### config.mk
export PLATFORM = sky130hd
export DESIGN_NAME = msp_frame_receiver
export DESIGN_NICKNAME = d
export VERILOG_FILES = /design/src/sv/msp_rx_pkg.sv /design/src/sv/msp_rx_emit.sv /design/src/sv/msp_frame_receiver.sv
export SDC_FILE = /design/constraint.sdc
export NUM_CORES = 1
export LEC_CHECK = 0
export BUFFER_PORTS_ARGS = -buffer_cell sky130_fd_sc_hd__buf_2
export CORE_MARGIN = 2
export CORE_UTILIZATION = 29
export DETAILED_ROUTE_END_ITERATION = 8
export PLACE_DENSITY = 0.45
export SYNTH_ARGS = -nofsm -noshare
export SYNTH_HDL_FRONTEND = slang
export SYNTH_SLANG_ARGS = --single-unit
### constraint.sdc
create_clock -name clk -period 5.9 [get_ports clk]
set_input_delay 0.59 -clock clk [delete_from_list [all_inputs] [get_ports clk]]
set_output_delay 0.59 -clock clk [all_outputs]
set_load 0.02 [all_outputs]
### src/sv/msp_rx_pkg.sv
// Shared types and constants for the serial request-frame receiver.
`default_nettype none
package msp_rx_pkg;

	localparam int unsigned PAYLOAD_DEPTH_DEF = 64;
	localparam int unsigned APB_AW            = 3;
	localparam int unsigned APB_DW            = 32;
	localparam int unsigned IN_DW             = 8;
	localparam int unsigned OUT_DW            = 32;
	localparam int unsigned OUT_UW            = 2;

	localparam logic [7:0] CH_DOLLAR = 8'h24;
	localparam logic [7:0] CH_M      = 8'h4D;
	localparam logic [7:0] CH_LT     = 8'h3C;

	localparam logic [0:0] REG_FRAME_ENABLE = 1'b0;

	typedef enum logic [1:0] {
		KIND_OTHER   = 2'd0,
		KIND_PAYLOAD = 2'd1,
		KIND_EMPTY   = 2'd2
	} msp_kind_t;

	typedef enum logic [2:0] {
		PS_IDLE,
		PS_START,
		PS_M,
		PS_ARROW,
		PS_SIZE,
		PS_BODY
	} msp_parse_state_t;

	typedef enum logic {
		EM_IDLE,
		EM_PAY
	} msp_em_state_t;

	typedef struct packed {
		logic       vld;
		msp_kind_t  kind;
		logic [7:0] command;
		logic [7:0] data;
	} msp_req_t;

endpackage
`default_nettype wire

### src/sv/msp_rx_emit.sv
// Payload memory and result sequencer with output register.
`default_nettype none
module msp_rx_emit #(
	parameter int unsigned PAYLOAD_DEPTH = msp_rx_pkg::PAYLOAD_DEPTH_DEF,
	localparam int unsigned SW = $clog2(PAYLOAD_DEPTH + 1),
	localparam int unsigned AW = (PAYLOAD_DEPTH > 1) ? $clog2(PAYLOAD_DEPTH) : 1
) (
	input  wire logic                         clk,
	input  wire logic                         arst_n,
	input  wire msp_rx_pkg::msp_req_t         req,
	input  wire logic [SW-1:0]                req_size,
	output logic                              req_ready,
	input  wire logic                         wr_en,
	input  wire logic [AW-1:0]                wr_addr,
	input  wire logic [7:0]                   wr_data,
	output logic                              m_tvalid,
	input  wire logic                         m_tready,
	// command[7:0], size[14:8], index[20:15], data[28:21], zero[31:29]
	output logic [msp_rx_pkg::OUT_DW-1:0]     m_tdata,
	// kind[1:0]
	output logic [msp_rx_pkg::OUT_UW-1:0]     m_tuser,
	output logic                              m_tlast
);
	import msp_rx_pkg::*;

	logic [7:0]    mem [PAYLOAD_DEPTH];
	logic [7:0]    rd_data_q;
	logic          rd_en;
	logic [AW-1:0] rd_addr;

	msp_em_state_t em_state_q, em_state_d;
	logic [AW-1:0] idx_q;

	logic          req_vld_q;
	msp_kind_t     req_kind_q;
	logic [7:0]    req_cmd_q;
	logic [7:0]    req_data_q;
	logic [SW-1:0] req_size_q;

	logic          o_vld_q;
	msp_kind_t     o_kind_q, o_kind_d;
	logic [7:0]    o_cmd_q, o_cmd_d;
	logic [6:0]    o_size_q, o_size_d;
	logic [5:0]    o_idx_q, o_idx_d;
	logic [7:0]    o_data_q, o_data_d;
	logic          o_last_q, o_last_d;

	logic out_free, load, take, pay_start, pay_adv, pay_last;

	assign out_free  = !o_vld_q || m_tready;
	assign pay_last  = (SW'(idx_q) + SW'(1)) == req_size_q;
	assign req_ready = !req_vld_q && (em_state_q == EM_IDLE);

	always_ff @(posedge clk) begin
		if (wr_en) begin
			mem[wr_addr] <= wr_data;
		end
		if (rd_en) begin
			rd_data_q <= mem[rd_addr];
		end
	end

	always_comb begin
		em_state_d = em_state_q;
		unique case (em_state_q)
			EM_IDLE: begin
				if (req_vld_q && req_kind_q == KIND_PAYLOAD) begin
					em_state_d = EM_PAY;
				end
			end
			EM_PAY: begin
				if (out_free && pay_last) begin
					em_state_d = EM_IDLE;
				end
			end
			default: em_state_d = EM_IDLE;
		endcase
	end

	always_comb begin
		rd_en     = 1'b0;
		rd_addr   = '0;
		load      = 1'b0;
		take      = 1'b0;
		pay_start = 1'b0;
		pay_adv   = 1'b0;
		o_kind_d  = req_kind_q;
		o_cmd_d   = req_cmd_q;
		o_size_d  = '0;
		o_idx_d   = '0;
		o_data_d  = req_data_q;
		o_last_d  = 1'b1;
		unique case (em_state_q)
			EM_IDLE: begin
				if (req_vld_q) begin
					if (req_kind_q == KIND_PAYLOAD) begin
						rd_en     = 1'b1;
						take      = 1'b1;
						pay_start = 1'b1;
					end else if (out_free) begin
						load = 1'b1;
						take = 1'b1;
					end
				end
			end
			EM_PAY: begin
				o_kind_d = KIND_PAYLOAD;
				o_size_d = 7'(req_size_q);
				o_idx_d  = 6'(idx_q);
				o_data_d = rd_data_q;
				o_last_d = pay_last;
				if (out_free) begin
					load = 1'b1;
					if (!pay_last) begin
						rd_en   = 1'b1;
						rd_addr = idx_q + AW'(1);
						pay_adv = 1'b1;
					end
				end
			end
			default: begin
				rd_en = 1'b0;
			end
		endcase
	end

	always_ff @(posedge clk or negedge arst_n) begin
		if (!arst_n) begin
			em_state_q <= EM_IDLE;
			req_vld_q  <= 1'b0;
			o_vld_q    <= 1'b0;
			idx_q      <= '0;
		end else begin
			em_state_q <= em_state_d;
			if (req.vld) begin
				req_vld_q <= 1'b1;
			end else if (take) begin
				req_vld_q <= 1'b0;
			end
			if (load) begin
				o_vld_q <= 1'b1;
			end else if (m_tready) begin
				o_vld_q <= 1'b0;
			end
			if (pay_start) begin
				idx_q <= '0;
			end else if (pay_adv) begin
				idx_q <= idx_q + AW'(1);
			end
		end
	end

	always_ff @(posedge clk) begin
		if (req.vld) begin
			req_kind_q <= req.kind;
			req_cmd_q  <= req.command;
			req_data_q <= req.data;
			req_size_q <= req_size;
		end
		if (load) begin
			o_kind_q <= o_kind_d;
			o_cmd_q  <= o_cmd_d;
			o_size_q <= o_size_d;
			o_idx_q  <= o_idx_d;
			o_data_q <= o_data_d;
			o_last_q <= o_last_d;
		end
	end

	assign m_tvalid = o_vld_q;
	assign m_tdata  = {3'b000, o_data_q, o_idx_q, o_size_q, o_cmd_q};
	assign m_tuser  = o_kind_q;
	assign m_tlast  = o_last_q;

endmodule
`default_nettype wire

### src/sv/msp_frame_receiver.sv
// Top level of the serial request-frame receiver: parser, register port, result stream.
// Received bytes are taken one word per cycle while they produce no result; a word that
// produces a single result (a passed-through byte or an empty frame) fills the one-entry
// request slot ahead of the output register, and no word is taken until the slot empties.
// A checksum byte that closes a good frame starts a burst of size payload words read from
// the payload memory through its read register into the output register, one per cycle
// while the output is taken; no input word is taken until the last one sits in the output
// register. Frame parsing is on after reset; register 0 bit 0 turns it off.
`default_nettype none
module msp_frame_receiver #(
	parameter int unsigned PAYLOAD_DEPTH = msp_rx_pkg::PAYLOAD_DEPTH_DEF
) (
	input  wire logic                         clk,
	input  wire logic                         arst_n,
	input  wire logic                         psel,
	input  wire logic                         penable,
	input  wire logic                         pwrite,
	input  wire logic [msp_rx_pkg::APB_AW-1:0] paddr,
	input  wire logic [msp_rx_pkg::APB_DW-1:0] pwdata,
	output logic [msp_rx_pkg::APB_DW-1:0]     prdata,
	output logic                              pready,
	input  wire logic                         s_tvalid,
	output logic                              s_tready,
	// rx_byte[7:0]
	input  wire logic [msp_rx_pkg::IN_DW-1:0] s_tdata,
	output logic                              m_tvalid,
	input  wire logic                         m_tready,
	// command[7:0], size[14:8], index[20:15], data[28:21], zero[31:29]
	output logic [msp_rx_pkg::OUT_DW-1:0]     m_tdata,
	// kind[1:0]
	output logic [msp_rx_pkg::OUT_UW-1:0]     m_tuser,
	output logic                              m_tlast
);
	import msp_rx_pkg::*;

	localparam int unsigned SW = $clog2(PAYLOAD_DEPTH + 1);
	localparam int unsigned AW = (PAYLOAD_DEPTH > 1) ? $clog2(PAYLOAD_DEPTH) : 1;

	logic             enable_q;
	msp_parse_state_t state_q, state_d;
	logic [SW-1:0]    exp_q, exp_d;
	logic [SW-1:0]    cnt_q, cnt_d;
	logic [7:0]       xor_q, xor_d;
	logic [7:0]       cmd_q, cmd_d;

	logic       acc;
	logic [7:0] c;
	logic       too_big, in_body, reg_sel;
	msp_req_t   req;
	logic       req_ready;
	logic       wr_en;

	assign acc     = s_tvalid && s_tready;
	assign c       = s_tdata[7:0];
	assign too_big = 9'(c) > 9'(PAYLOAD_DEPTH);
	assign in_body = cnt_q < exp_q;
	assign reg_sel = paddr[2] == REG_FRAME_ENABLE;

	assign pready   = 1'b1;
	assign prdata   = reg_sel ? {{(APB_DW-1){1'b0}}, enable_q} : '0;
	assign s_tready = req_ready;

	always_comb begin
		state_d = state_q;
		if (acc) begin
			if (!enable_q) begin
				state_d = PS_IDLE;
			end else begin
				unique case (state_q)
					PS_IDLE:  state_d = (c == CH_DOLLAR) ? PS_START : PS_IDLE;
					PS_START: state_d = (c == CH_M) ? PS_M : PS_IDLE;
					PS_M:     state_d = (c == CH_LT) ? PS_ARROW : PS_IDLE;
					PS_ARROW: state_d = too_big ? PS_IDLE : PS_SIZE;
					PS_SIZE:  state_d = PS_BODY;
					PS_BODY:  state_d = in_body ? PS_BODY : PS_IDLE;
					default:  state_d = PS_IDLE;
				endcase
			end
		end
	end

	always_comb begin
		exp_d       = exp_q;
		cnt_d       = cnt_q;
		xor_d       = xor_q;
		cmd_d       = cmd_q;
		wr_en       = 1'b0;
		req.vld     = 1'b0;
		req.kind    = KIND_OTHER;
		req.command = '0;
		req.data    = c;
		if (acc) begin
			if (!enable_q) begin
				req.vld = 1'b1;
			end else begin
				unique case (state_q)
					PS_IDLE: begin
						req.vld = (c != CH_DOLLAR);
					end
					PS_ARROW: begin
						if (!too_big) begin
							exp_d = SW'(c);
							cnt_d = '0;
							xor_d = c;
						end
					end
					PS_SIZE: begin
						cmd_d = c;
						xor_d = xor_q ^ c;
					end
					PS_BODY: begin
						if (in_body) begin
							xor_d = xor_q ^ c;
							wr_en = 1'b1;
							cnt_d = cnt_q + SW'(1);
						end else if (xor_q == c) begin
							req.vld     = 1'b1;
							req.command = cmd_q;
							if (exp_q == '0) begin
								req.kind = KIND_EMPTY;
								req.data = '0;
							end else begin
								req.kind = KIND_PAYLOAD;
							end
						end
					end
					default: begin
						wr_en = 1'b0;
					end
				endcase
			end
		end
	end

	always_ff @(posedge clk or negedge arst_n) begin
		if (!arst_n) begin
			enable_q <= 1'b1;
			state_q  <= PS_IDLE;
			exp_q    <= '0;
			cnt_q    <= '0;
			xor_q    <= '0;
			cmd_q    <= '0;
		end else begin
			if (psel && penable && pwrite && pready && reg_sel) begin
				enable_q <= pwdata[0];
			end
			state_q <= state_d;
			exp_q   <= exp_d;
			cnt_q   <= cnt_d;
			xor_q   <= xor_d;
			cmd_q   <= cmd_d;
		end
	end

	msp_rx_emit #(
		.PAYLOAD_DEPTH(PAYLOAD_DEPTH)
	) u_emit (
		.clk       (clk),
		.arst_n    (arst_n),
		.req       (req),
		.req_size  (exp_q),
		.req_ready (req_ready),
		.wr_en     (wr_en),
		.wr_addr   (cnt_q[AW-1:0]),
		.wr_data   (c),
		.m_tvalid  (m_tvalid),
		.m_tready  (m_tready),
		.m_tdata   (m_tdata),
		.m_tuser   (m_tuser),
		.m_tlast   (m_tlast)
	);

endmodule
`default_nettype wire
Word-level counts from Yosys, hierarchy flattened
Memories as Yosys holds them, arrays and structs flattened. A register that Yosys moved wholly into a read port is not among the register bits.
Cells that the tools add are included.
{"block": "word_totals", "inputBits": 50, "wordCells": 126, "n_memories": 1, "ram_bits": 512, "regBits": 100, "out_inout_bits": 70}
{"block": "op_classes", "reduce_logical": 22, "bitwise": 8, "n_lt_le_gt_ge": 2, "addsub": 3, "muxes": 56, "eq_ne": 14}
{"memory": "u_emit.mem", "words": 64, "width": 8, "read_ports": 1, "rd_ports_with_merged_regs": 1, "write_ports": 1, "line_no": "msp_rx_emit.sv:26", "source": "logic [7:0] mem [PAYLOAD_DEPTH];"}
{"operator": "19-bit 2-to-1 mux", "n": 3}
{"operator": "18-bit 2-to-1 mux", "n": 2}
{"operator": "8-bit 2-to-1 mux", "n": 4}
{"operator": "6-bit 2-to-1 mux", "n": 5}
{"operator": "1-bit 2-to-1 mux", "n": 27}
{"operator": "8-bit one-hot mux with 3 select lines", "n": 1}
{"operator": "3-bit one-hot mux with 6 select lines", "n": 1}
{"operator": "8-bit by 6-bit == test with 1-bit output (second input constant)", "n": 2}
{"operator": "7-bit 2-to-1 mux", "n": 2}
{"operator": "7-bit one-hot mux with 2 select lines", "n": 1}
{"operator": "5-bit AND reduction", "n": 2}
{"operator": "3-bit 2-to-1 mux", "n": 3}
{"operator": "8-bit by 7-bit == test with 1-bit output (second input constant)", "n": 1}
{"operator": "8-bit == test", "n": 1}
{"operator": "8-bit by 7-bit > comparator with 1-bit output (second input constant)", "n": 1}
{"operator": "8-bit by 6-bit inequality test with 1-bit output (second input constant)", "n": 1}
{"operator": "1-bit one-hot mux with 2 select lines", "n": 4}
{"operator": "2-bit nonzero test", "n": 4}
{"operator": "8-bit XOR", "n": 1}
{"operator": "6-bit by 1-bit adder with 7-bit output (second input constant)", "n": 1}
{"operator": "7-bit by 1-bit adder with 7-bit output (second input constant)", "n": 1}
{"operator": "7-bit == test", "n": 1}
{"operator": "1-bit logical AND", "n": 7}
{"operator": "7-bit logical NOT", "n": 1}
{"operator": "other kinds (16)", "n": 28}

Depth between registers and ports, before layout
Gate-level depths: netlist of run 1.
{"block": "logic_depth", "depth_word": 8, "ltp_mapped": 14, "ltp_nobuf": 10}

Modules after synthesis
Synthesis of run 1 repeated with hierarchy kept, for this count alone.
{"block": "unflattened", "hier_cells": 1870, "hier_area_um2": 26440.4}
{"mod": "msp_rx_emit", "seq_area_each_um2": 17551.8, "area_per_inst_um2": 24000.5, "cells_per_inst": 1605, "instances": 1}
{"mod": "msp_frame_receiver", "seq_area_each_um2": 852.1, "area_per_inst_um2": 2439.8, "cells_per_inst": 265, "instances": 1}

Worst setup path before layout of run 1
No wires, ideal clock.
{"block": "synth_timing", "path_kind": "reg-to-reg", "start": "register u_emit.em_state_q", "end": "memory u_emit.mem[3][0] (enable)", "setup_time_ns": 0.395, "required_ns": 5.505, "path_slack_ns": 2.386, "path_buffers": 2, "path_stages_with_launch": 9, "arrival_ns": 3.119, "cell_sequence": "dfrtp_1 -> clkbuf_1 -> nor2_1 -> nand3_1 -> or3_1 -> a21oi_2 -> nand2_1 -> clkbuf_1 -> nor4_1"}
{"block": "synth_between", "elab_chain_len": 6}
{"element": "from (decl)", "line_no": "msp_rx_emit.sv:31", "source": "msp_em_state_t em_state_q, em_state_d;"}
{"element": "from (signal assigned)", "line_no": "msp_rx_emit.sv:134", "source": "em_state_q <= em_state_d;"}
{"element": "1-bit inverter", "line_no": "msp_rx_emit.sv:52", "source": "assign req_ready = !req_vld_q && (em_state_q == EM_IDLE);"}
{"element": "1-bit logical AND", "line_no": "msp_rx_emit.sv:52"}
{"element": "net s_tready", "line_no": "msp_frame_receiver.sv:23", "source": "output logic s_tready,"}
{"element": "1-bit logical AND", "line_no": "msp_frame_receiver.sv:53", "source": "assign acc = s_tvalid && s_tready;"}
{"element": "1-bit 2-to-1 mux", "line_no": "msp_frame_receiver.sv:92", "source": "if (acc) begin"}
{"element": "1-bit 2-to-1 mux", "line_no": "msp_rx_emit.sv:55", "source": "if (wr_en) begin"}
{"element": "1-bit 2-to-1 mux (not written as such)", "line_no": "msp_rx_emit.sv:56", "source": "mem[wr_addr] <= wr_data;"}
{"element": "to (decl)", "line_no": "msp_rx_emit.sv:26"}
The timed path passes the listed nets, and every way through them passes these cells.

Final worst setup path of run 1
{"block": "layout_timing", "start": "register u_emit.idx_q[0]", "end": "register u_emit.rd_data_q[0] (read register of u_emit.mem) (data pin)"}
{"block": "layout_between", "elab_chain_len": 5}
{"element": "from (decl)", "line_no": "msp_rx_emit.sv:32", "source": "logic [AW-1:0] idx_q;"}
{"element": "from (signal assigned)", "line_no": "msp_rx_emit.sv:148", "source": "idx_q <= idx_q + AW'(1);"}
{"element": "6-bit by 1-bit adder with 7-bit output", "line_no": "msp_rx_emit.sv:51", "source": "assign pay_last = (SW'(idx_q) + SW'(1)) == req_size_q;"}
{"element": "7-bit == test", "line_no": "msp_rx_emit.sv:51"}
{"element": "1-bit 2-to-1 mux or 6-bit 2-to-1 mux (tied branches)", "line_no": "msp_rx_emit.sv:114", "source": "if (!pay_last) begin"}
{"element": "1-bit 2-to-1 mux or 6-bit 2-to-1 mux (tied branches)", "line_no": "msp_rx_emit.sv:112", "source": "if (out_free) begin"}
{"element": "1-bit one-hot mux with 2 select lines or 6-bit 2-to-1 mux (tied branches)", "line_no": "msp_rx_emit.sv:93", "source": "unique case (em_state_q)"}
{"element": "to (decl)", "line_no": "msp_rx_emit.sv:27", "source": "logic [7:0] rd_data_q;"}
Several ways; a longest one is shown, not always the timed one.
A chain may end at the register's enable or synchronous reset.

==> results of run 1 <==
critical path, cell delays in order (launching register included):
cell	delay (ns)
sky130_fd_sc_hd__dfrtp_4	0.40
sky130_fd_sc_hd__buf_4	0.50
sky130_fd_sc_hd__and3_1	0.46
sky130_fd_sc_hd__nand3_2	0.19
sky130_fd_sc_hd__xor2_1	0.30
sky130_fd_sc_hd__a31oi_2	0.83
sky130_fd_sc_hd__o21ai_1	0.64
sky130_fd_sc_hd__a221oi_1	0.41
sky130_fd_sc_hd__nor3_1	0.16
sky130_fd_sc_hd__nor4_1	0.32
sky130_fd_sc_hd__nand4_1	0.27
metal layers:
layer | vias up | part of all wire, % | track usage (%) | wire length (µm)
met5 | - | 0 | 0 | 0
met4 | 0 | 2.8 | 5.58 | 2130
met3 | 113 | 5.4 | 2.71 | 4110
met2 | 491 | 49 | 28.1 | 37200
met1 | 7972 | 43 | 22.4 | 32800
li1 | 6833 | - | - | -
cells in the final DEF, fill, tap and decap left out, types with 6 or more instances in the layout:
master                      count
sky130_fd_sc_hd__edfxtp_1     577
sky130_fd_sc_hd__nand2_1      118
sky130_fd_sc_hd__nor2_1        89
sky130_fd_sc_hd__buf_4         88
sky130_fd_sc_hd__o21ai_0       80
sky130_fd_sc_hd__mux2i_1       76
sky130_fd_sc_hd__clkbuf_16     71
sky130_fd_sc_hd__a21oi_1       70
sky130_fd_sc_hd__nor3_1        58
sky130_fd_sc_hd__buf_2         49
sky130_fd_sc_hd__dfrtp_1       41
sky130_fd_sc_hd__a31oi_1       37
sky130_fd_sc_hd__conb_1        35
sky130_fd_sc_hd__mux2_2        34
sky130_fd_sc_hd__nand3_1       34
sky130_fd_sc_hd__o221ai_1      34
sky130_fd_sc_hd__and2_1        26
sky130_fd_sc_hd__mux4_2        22
sky130_fd_sc_hd__nor4_1        19
sky130_fd_sc_hd__a211oi_1      19
sky130_fd_sc_hd__o22ai_1       19
sky130_fd_sc_hd__clkbuf_1      19
sky130_fd_sc_hd__inv_1         15
sky130_fd_sc_hd__a221oi_1      15
sky130_fd_sc_hd__nor2b_1       14
sky130_fd_sc_hd__and3_1        13
sky130_fd_sc_hd__clkinv_2      12
sky130_fd_sc_hd__xnor2_1       11
sky130_fd_sc_hd__nand4_1        9
sky130_fd_sc_hd__clkinv_1       9
sky130_fd_sc_hd__a21o_1         8
sky130_fd_sc_hd__o211ai_1       7
sky130_fd_sc_hd__ha_1           7
sky130_fd_sc_hd__nand2b_1       6
sky130_fd_sc_hd__or3_1          6
cell type report:
class / count / area [µm²] / share of cell area, %
clock inverter: 31 / 254 / 0.859
clock buffer: 91 / 1860 / 6.30
sequential: 620 / 18400 / 62.3
timing repair buffer: 140 / 966 / 3.27
tap: 1155 / 1450 / 4.89
inverter: 15 / 56.3 / 0.191
multi-input combinational: 968 / 6570 / 22.2
power groups by stage:
stage	sequential, W	clock, W	combinational [W]
global placement	0.00504	0	0.00213
finish	0.00494	0.00411	0.00211
floorplan	0.00503	0	0.00118
CTS	0.00495	0.00420	0.00214
detailed placement	0.00504	0	0.00213
global route	0.00495	0.00438	0.00224
flip-flops by register name, summed over array words and instances, names as in the netlist, 2 cells and up:
name               flops
u_emit.o_cmd_d         8
u_emit.o_size_q        7
cnt_q                  7
u_emit.req_size_q      7
state_q                3
u_emit.o_idx_q         6
u_emit.m_tuser         2
u_emit.mem           512
u_emit.o_cmd_q         8
cmd_q                  8
xor_q                  8
u_emit.idx_q           6
u_emit.o_data_q        8
u_emit.rd_data_q       8
u_emit.req_data_q      8
exp_q                  7
u_emit.req_kind_q      2
stage by stage:
stage	total power, W	setup WS, ns	std cells
floorplan	0.00621	2.39	1741
global placement	0.00716	1.03	2898
detailed placement	0.00717	1.01	2898
CTS	0.0113	0.982	3020
global route	0.0116	0.766	3020
finish	0.0112	1.07	3020
kinds of logic after synthesis:
kind of cell    share of synthesized area [%]
xor+xnor                                0.862
flops                                    72.1
fa+ha+maj                               0.392
buf+inv                                  3.07
simple gates                             8.08
compound gates                           9.00
mux                                      6.51
other cells                            0.0294
worst min-delay path by stage:
stage                            from                 to  slack, ns  cells after the start
floorplan                      arst_n           cmd_q[0]       0.29                      0
global placement    u_emit.o_cmd_d[1]  u_emit.o_cmd_q[1]       0.41                      0
detailed placement  u_emit.o_cmd_d[3]  u_emit.o_cmd_q[3]       0.41                      0
CTS                         pwdata[0]           enable_q       0.20                      2
global route                pwdata[0]           enable_q       0.21                      2
finish                         arst_n    u_emit.idx_q[1]       0.18                      1
==> results.txt, run 1 <==
----------------------------------------------------
[Drt]
  DR WL/cell ... 25.3 µm
  Final WL ... 76.3 mm
  Detailed-router iteration count before antenna repair ... 5
  Number of nets with antenna violations after detailed routing ... 0
  1st-iter DRT viols ... 1489
  Vias after detailed routing ... 15.4k
  DRC violations left ... 0
  Routed via count divided by cell count ... 5.10

[Cells and area]
  Final cell area excluding filler cells ... 0.0296 mm²
  Antenna Diode Count ... 0
  Area Overhead vs Synth ... 15.7%
  Fin util ... 34.0%
  Layout net count ... 1871
  Total of fill cells in the finished design ... 8469
  Fraction of final layout cells sized beyond drive strength 1 ... 17.4%

[STA]
  Largest clock skew in the final design ... 0.0335 ns
  Shortest period the worst path allows ... 4.83 ns
  Worst max-slew margin expressed relative to the limit ... 17.5%
  Actual slew at the worst max-slew pin ... 1.23 ns
  Hold violation count in the final report ... 0
  Count of final max-slew check failures ... 0
  Share of the clock period used by the worst path ... 81.9%
  Highest Clock Rate ... 207 MHz
  Setup TNS ... 0 ns
  Worst hold margin ... 0.180 ns
  Final Setup Violations ... 0
  RSZ-0062 raised after global routing ... no

[Worst setup path]
  Endpoint of the worst register-to-register path ... u_emit.rd_data_q[0]
  Launching instance or port of the critical path ... u_emit.idx_q[0]
  CP Capture Point ... u_emit.rd_data_q[0]
  Crit Reg-Reg Startpoint ... u_emit.idx_q[0]
  Worst Path Arrival ... 5.09 ns
  Critical Path Sink Type ... flop
  Data required, critical path ... 6.16 ns
  Setup crit start kind ... flop
  Max Fanout on Critical Path ... 29
  Kind of critical path ... reg -> reg
  R2r setup slk ... 1.07 ns
  Logic depth of the worst register-to-register path ... 10

[Clocking]
  Level count of the clock H-tree ... 3
  Number of gates resized after CTS ... 0
  Clock tree from TritonCTS ... done
  Buffer count from post-CTS setup fixing ... 0
  Maximum count of clock buffers along a single path ... 3
  Hold buffer count at cts ... 0
  Clock slew seen by the registers of the worst setup and hold paths ... 0.06 ns
  Clk root buf ... sky130_fd_sc_hd__clkbuf_16
  Total number of clock tree sinks ... 620
  Insertion delay of the later-clocked pin in the worst-skew pair ... 0.62 ns
  Number of buffers inserted during clock tree synthesis ... 68

[Yosys]
  Post-synth top area share ... 67.8%
  Most instantiated library cell after synthesis ... sky130_fd_sc_hd__edfxtp_1
  Gate count of the mapped netlist ... 1708
  Number of library cell types mapped by synthesis ... 82
  Share of synthesized flip-flops with an asynchronous set or reset ... 6.94%
  Commonest cells in the synthesized netlist ... sky130_fd_sc_hd__edfxtp_1 (577), sky130_fd_sc_hd__nand2_1 (118), sky130_fd_sc_hd__nor2_1 (91)
  Prevailing post-synth register cell ... sky130_fd_sc_hd__edfxtp_1
  Number of synthesized flops with an enable pin ... 577
  Seq cells post-synth ... 620
  Cell type contributing the most total cell area after synthesis ... sky130_fd_sc_hd__edfxtp_1
  Sequential-to-total area share from yosys stat ... 72.1%
  Cell Area, Synth ... 0.0255 mm²
  YS warnings ... 0
  Top cells by area in the synthesized netlist ... sky130_fd_sc_hd__edfxtp_1 (68%), sky130_fd_sc_hd__dfrtp_1 (4.1%), sky130_fd_sc_hd__mux2i_1 (3.0%)
  Mean Syn Cell Area ... 15.0 µm²

[Global routing]
  Overflow after GRT ... 0
  First-pass GRT wire length ... 110 mm
  Via count of the first global-routing pass ... 15.5k
  Number of antenna violations at the first check in global routing ... 3
  Pin count of the biggest net entering global routing ... 73
  GRT Resource Usage Total ... 16.9%

[Power]
  Power dissipated by switching net loads ... 0.00328 W
  Pwr Density ... 378 mW/mm²
  P_int ... 0.00789 W
  Sequential share of power ... 44.3%
  Switching portion of total power ... 29.3%
  Peak supply drop ... 0.263 mV
  Static power due to leakage ... 9.86 nW
  Power share of the combinational group ... 18.9%
  Clock share of power ... 36.8%

[Place]
  Cell area after placement ... 0.0274 mm²
  RD Place Congestion ... 0.821
  Final HPWL from detailed placement ... 48.6 mm
  Number of port buffers ... 51

[Die]
  Core ar. ... 0.0870 mm²
  Number of I/O pins ... 120
  Number of rows in the core area ... 108
  Initial core utilization ... 29.3%
  Chip Height ... 301 µm
  Overall die area ... 0.0905 mm²
  Chip Width ... 301 µm

[Hold path]
  Worst hold path type ... in -> async

[Run]
  Total of max-cap violations ... 0

[Status]
  Result of the run ... finished clean

----------------------------------------------------
Note: power is estimated with default switching activity, not from simulation.
==> run 2: changes to the inputs <==
- PLACE_DENSITY: 0.45 -> 0.46
- clock period: 5.9 -> 4.2 ns (I/O delays scaled with it)
==> run 2 against run 1 <==
  * The flow now finishes with violations (hold timing)
  * Setup slack got worse by 0.81 ns
  * Non-clock buffer count rose by 65
  * Power rose by 41%
  * Routed wire length rose by 0.44%
  * Largest power group unchanged
  * Combinational power rose by 43%
  * Clock power rose by 41%
  * Sequential power rose by 41%
  * Clock-buffer cell count fell by 11
  * Largest cell class unchanged
  * Die area did not move
==> results.txt, run 2 (synthesis gave the netlist of run 1 again) <==
----------------------------------------------------
[Status]
  Result of the run ... finished with violations
  Failing checks ... hold timing

[Power]
  P_int ... 0.0112 W (+42%)
  Clock share of power ... 36.7% (about the same)
  Static power due to leakage ... 10.2 nW (+3.6%)
  Peak supply drop ... 0.266 mV (+1.3%)
  Pwr Density ... 525 mW/mm² (+39%)
  Power dissipated by switching net loads ... 0.00460 W (+40%)
  Sequential share of power ... 44.2% (about the same)
  Switching portion of total power ... 29.1% (-0.19 points)
  Power share of the combinational group ... 19.1% (+0.2 points)

[Cells and area]
  Area Overhead vs Synth ... 17.8%
  Total of fill cells in the finished design ... 8430 (-0.46%)
  Non-filler cells, final ... 3084 (+2.1%)
  Layout net count ... 1936 (+3.5%)
  Most frequent cells in the layout ... sky130_fd_sc_hd__edfxtp_1 (577), sky130_fd_sc_hd__buf_4 (150), sky130_fd_sc_hd__nand2_1 (118)
  Fraction of final layout cells sized beyond drive strength 1 ... 20.4% (+3.0 points)
  Largest Register ... u_emit.mem
  Most common cell after layout, fill and taps aside ... sky130_fd_sc_hd__edfxtp_1
  Max FFs per register ... 512 (unchanged)
  Antenna Diode Count ... 0 (unchanged)

[Worst setup path]
  CP peak stage delay ... 0.50 ns (-0.33 ns)
  CP max-delay cell ... sky130_fd_sc_hd__o31ai_4
  Max Fanout on Critical Path ... 13 (-55%)
  Combined buffer and inverter count along the critical path ... 2 (+1)
  Worst Path Arrival ... 4.30 ns (-0.79 ns)
  Crit Reg-Reg Startpoint ... u_emit.idx_q[0]
  Critical Path Sink Type ... flop
  R2r setup slk ... 0.26 ns (-0.81 ns)
  Data required, critical path ... 4.56 ns (-1.60 ns)
  Setup crit start kind ... flop
  Kind of critical path ... reg -> reg
  Critical path cell sequence ... ha_2 > xor3_1 > nor3_2 > o2111ai_2 > o31ai_4 > buf_4 > nor2_1 > a21oi_1 > a211oi_1 > nor4_1 > buf_4 > nand3_1
  Launching instance or port of the critical path ... u_emit.idx_q[0]
  Kind of cell adding the most delay to the critical path ... compound AO/OA/AOI/OAI gates
  Most frequent cell on the critical path ... sky130_fd_sc_hd__buf_4

[Global routing]
  Via count of the first global-routing pass ... 15.4k (-0.39%)
  Number of antenna violations at the first check in global routing ... 5 (+2)
  Met2 Track Usage GR ... 28.7% (+0.67 points)
  Met1 track demand over resource in global routing ... 21.9% (-0.50 points)
  GRT Resource Usage Total ... 16.9% (+0.067 points)
  Overflow after GRT ... 0 (unchanged)
  Grt peak-use layer ... met2
  Pin count of the biggest net entering global routing ... 69 (-5.5%)
  Fraction of met3 tracks used by global routing ... 2.82% (+0.11 points)
  First-pass GRT wire length ... 110 mm (about the same)

[Place]
  RD Place Congestion ... 0.808 (-1.5%)
  Number of port buffers ... 51 (unchanged)
  Placed Cells incl. Taps ... 2963 (+2.2%)
  Final HPWL from detailed placement ... 49.7 mm (+2.3%)

[Die]
  Initial core utilization ... 29.3% (unchanged)
  Chip Width ... 301 µm (unchanged)
  Core ar. ... 0.0870 mm² (unchanged)
  Number of rows in the core area ... 108 (unchanged)
  Number of I/O pins ... 120 (unchanged)
  Overall die area ... 0.0905 mm² (unchanged)
  Chip Height ... 301 µm (unchanged)

[Run]
  Total of max-cap violations ... 0 (unchanged)

[STA]
  Highest Clock Rate ... 254 MHz (+23%)
  Hold violation count in the final report ... 3 (+3)
  Shortest period the worst path allows ... 3.94 ns (-0.893 ns)
  Setup TNS ... 0 ns (unchanged)
  Count of final max-slew check failures ... 0 (unchanged)
  Largest clock skew in the final design ... 0.0263 ns (-0.00717 ns)
  Worst hold margin ... -0.00632 ns (-0.186 ns)
  Worst max-slew margin expressed relative to the limit ... 22.3% (+4.8 points)
  Final Setup Violations ... 0 (unchanged)
  Actual slew at the worst max-slew pin ... 1.16 ns (-0.0670 ns)
  Share of the clock period used by the worst path ... 93.8% (+12 points)
  RSZ-0062 raised after global routing ... no

[Clocking]
  Maximum count of clock buffers along a single path ... 3 (unchanged)
  Clock tree from TritonCTS ... done
  Clock slew seen by the registers of the worst setup and hold paths ... 0.06 ns (about the same)
  Level count of the clock H-tree ... 3 (unchanged)
  Number of buffers inserted during clock tree synthesis ... 68 (unchanged)
  Insertion delay of the later-clocked pin in the worst-skew pair ... 0.62 ns (about the same)
  Clk root buf ... sky130_fd_sc_hd__clkbuf_16
  Total number of clock tree sinks ... 620 (unchanged)
  Buffer count from post-CTS setup fixing ... 0 (unchanged)

[Drt]
  DRC violations left ... 0 (unchanged)
  Number of nets with antenna violations after detailed routing ... 0 (unchanged)
  Detailed-router iteration count before antenna repair ... 5 (unchanged)
  DR WL/cell ... 24.8 µm (-1.6%)
  Final WL ... 76.6 mm (+0.44%)
  1st-iter DRT viols ... 1363 (-8.5%)
  Vias after detailed routing ... 15.4k (+0.17%)
  Routed via count divided by cell count ... 5.00 (-1.9%)

[Hold path]
  Worst hold path type ... in -> async

----------------------------------------------------
## run 2: power by group through the flow
| stage | clock network, W | logic (W) | registers (W) |
|---|---|---|---|
| 6_report | 0.00579 | 0.00302 | 0.00697 |
| 5_1_grt | 0.00616 | 0.00320 | 0.00697 |
| 4_1_cts | 0.00593 | 0.00303 | 0.00697 |
| 3_5_place_dp | 0 | 0.00303 | 0.00710 |
| 3_3_place_gp | 0 | 0.00303 | 0.00710 |
| 2_1_floorplan | 0 | 0.00166 | 0.00706 |
## run 2: timing repair
item | 4_1_cts | 5_1_grt
endpoints found under the hold margin | 0 | 0
resized for setup | 0 | 2
setup endpoints to repair | 0 | 2
hold buffers | 0 | 0
## run 2: cell type report
type	count	area (µm²)	share of cell area (%)
Sequential cell	620	18400	61.2
Multi-Input combinational cell	968	6570	21.8
Clock buffer	80	1810	6.02
Timing Repair Buffer	205	1460	4.86
Tap cell	1155	1450	4.80
Clock inverter	41	330	1.10
Inverter	15	56.3	0.187
## run 2: final timing paths
kind	end	depth (start not counted)
worst max-delay path	u_emit.rd_data_q[4]	12
worst min-delay path	u_emit.m_tvalid	1
worst max register to register	u_emit.rd_data_q[4]	12
worst min register to register	u_emit.o_cmd_q[0]	0
max in group asynchronous	u_emit.idx_q[0]	1
min in group clk	enable_q	2
## run 2: per-layer routing
metal | routed length, µm | vias up
li1 | - | 6963
met1 | 32500 | 7883
met2 | 38000 | 468
met3 | 4050 | 119
met4 | 2090 | 2
met5 | 13 | -
## run 2: per-stage QoR
step	util, %	area [µm²]	setup WS (ns)	power, W
finish	34.6	30100	0.260	0.0158
global route	34.6	30100	0.0315	0.0163
CTS	34.5	30100	0.211	0.0159
detailed placement	32.1	27900	0.206	0.0101
global placement	32.1	27900	0.254	0.0101
floorplan	-	25700	0.686	0.00872
## run 2: worst register-to-register path: stages, from the launching register on
cell and delay (ns):
sky130_fd_sc_hd__dfrtp_4 0.45, sky130_fd_sc_hd__ha_2 0.33, sky130_fd_sc_hd__xor3_1 0.47, sky130_fd_sc_hd__nor3_2 0.18
sky130_fd_sc_hd__o2111ai_2 0.28, sky130_fd_sc_hd__o31ai_4 0.50, sky130_fd_sc_hd__buf_4 0.38, sky130_fd_sc_hd__nor2_1 0.20
sky130_fd_sc_hd__a21oi_1 0.15, sky130_fd_sc_hd__a211oi_1 0.11, sky130_fd_sc_hd__nor4_1 0.37, sky130_fd_sc_hd__buf_4 0.20
sky130_fd_sc_hd__nand3_1 0.07
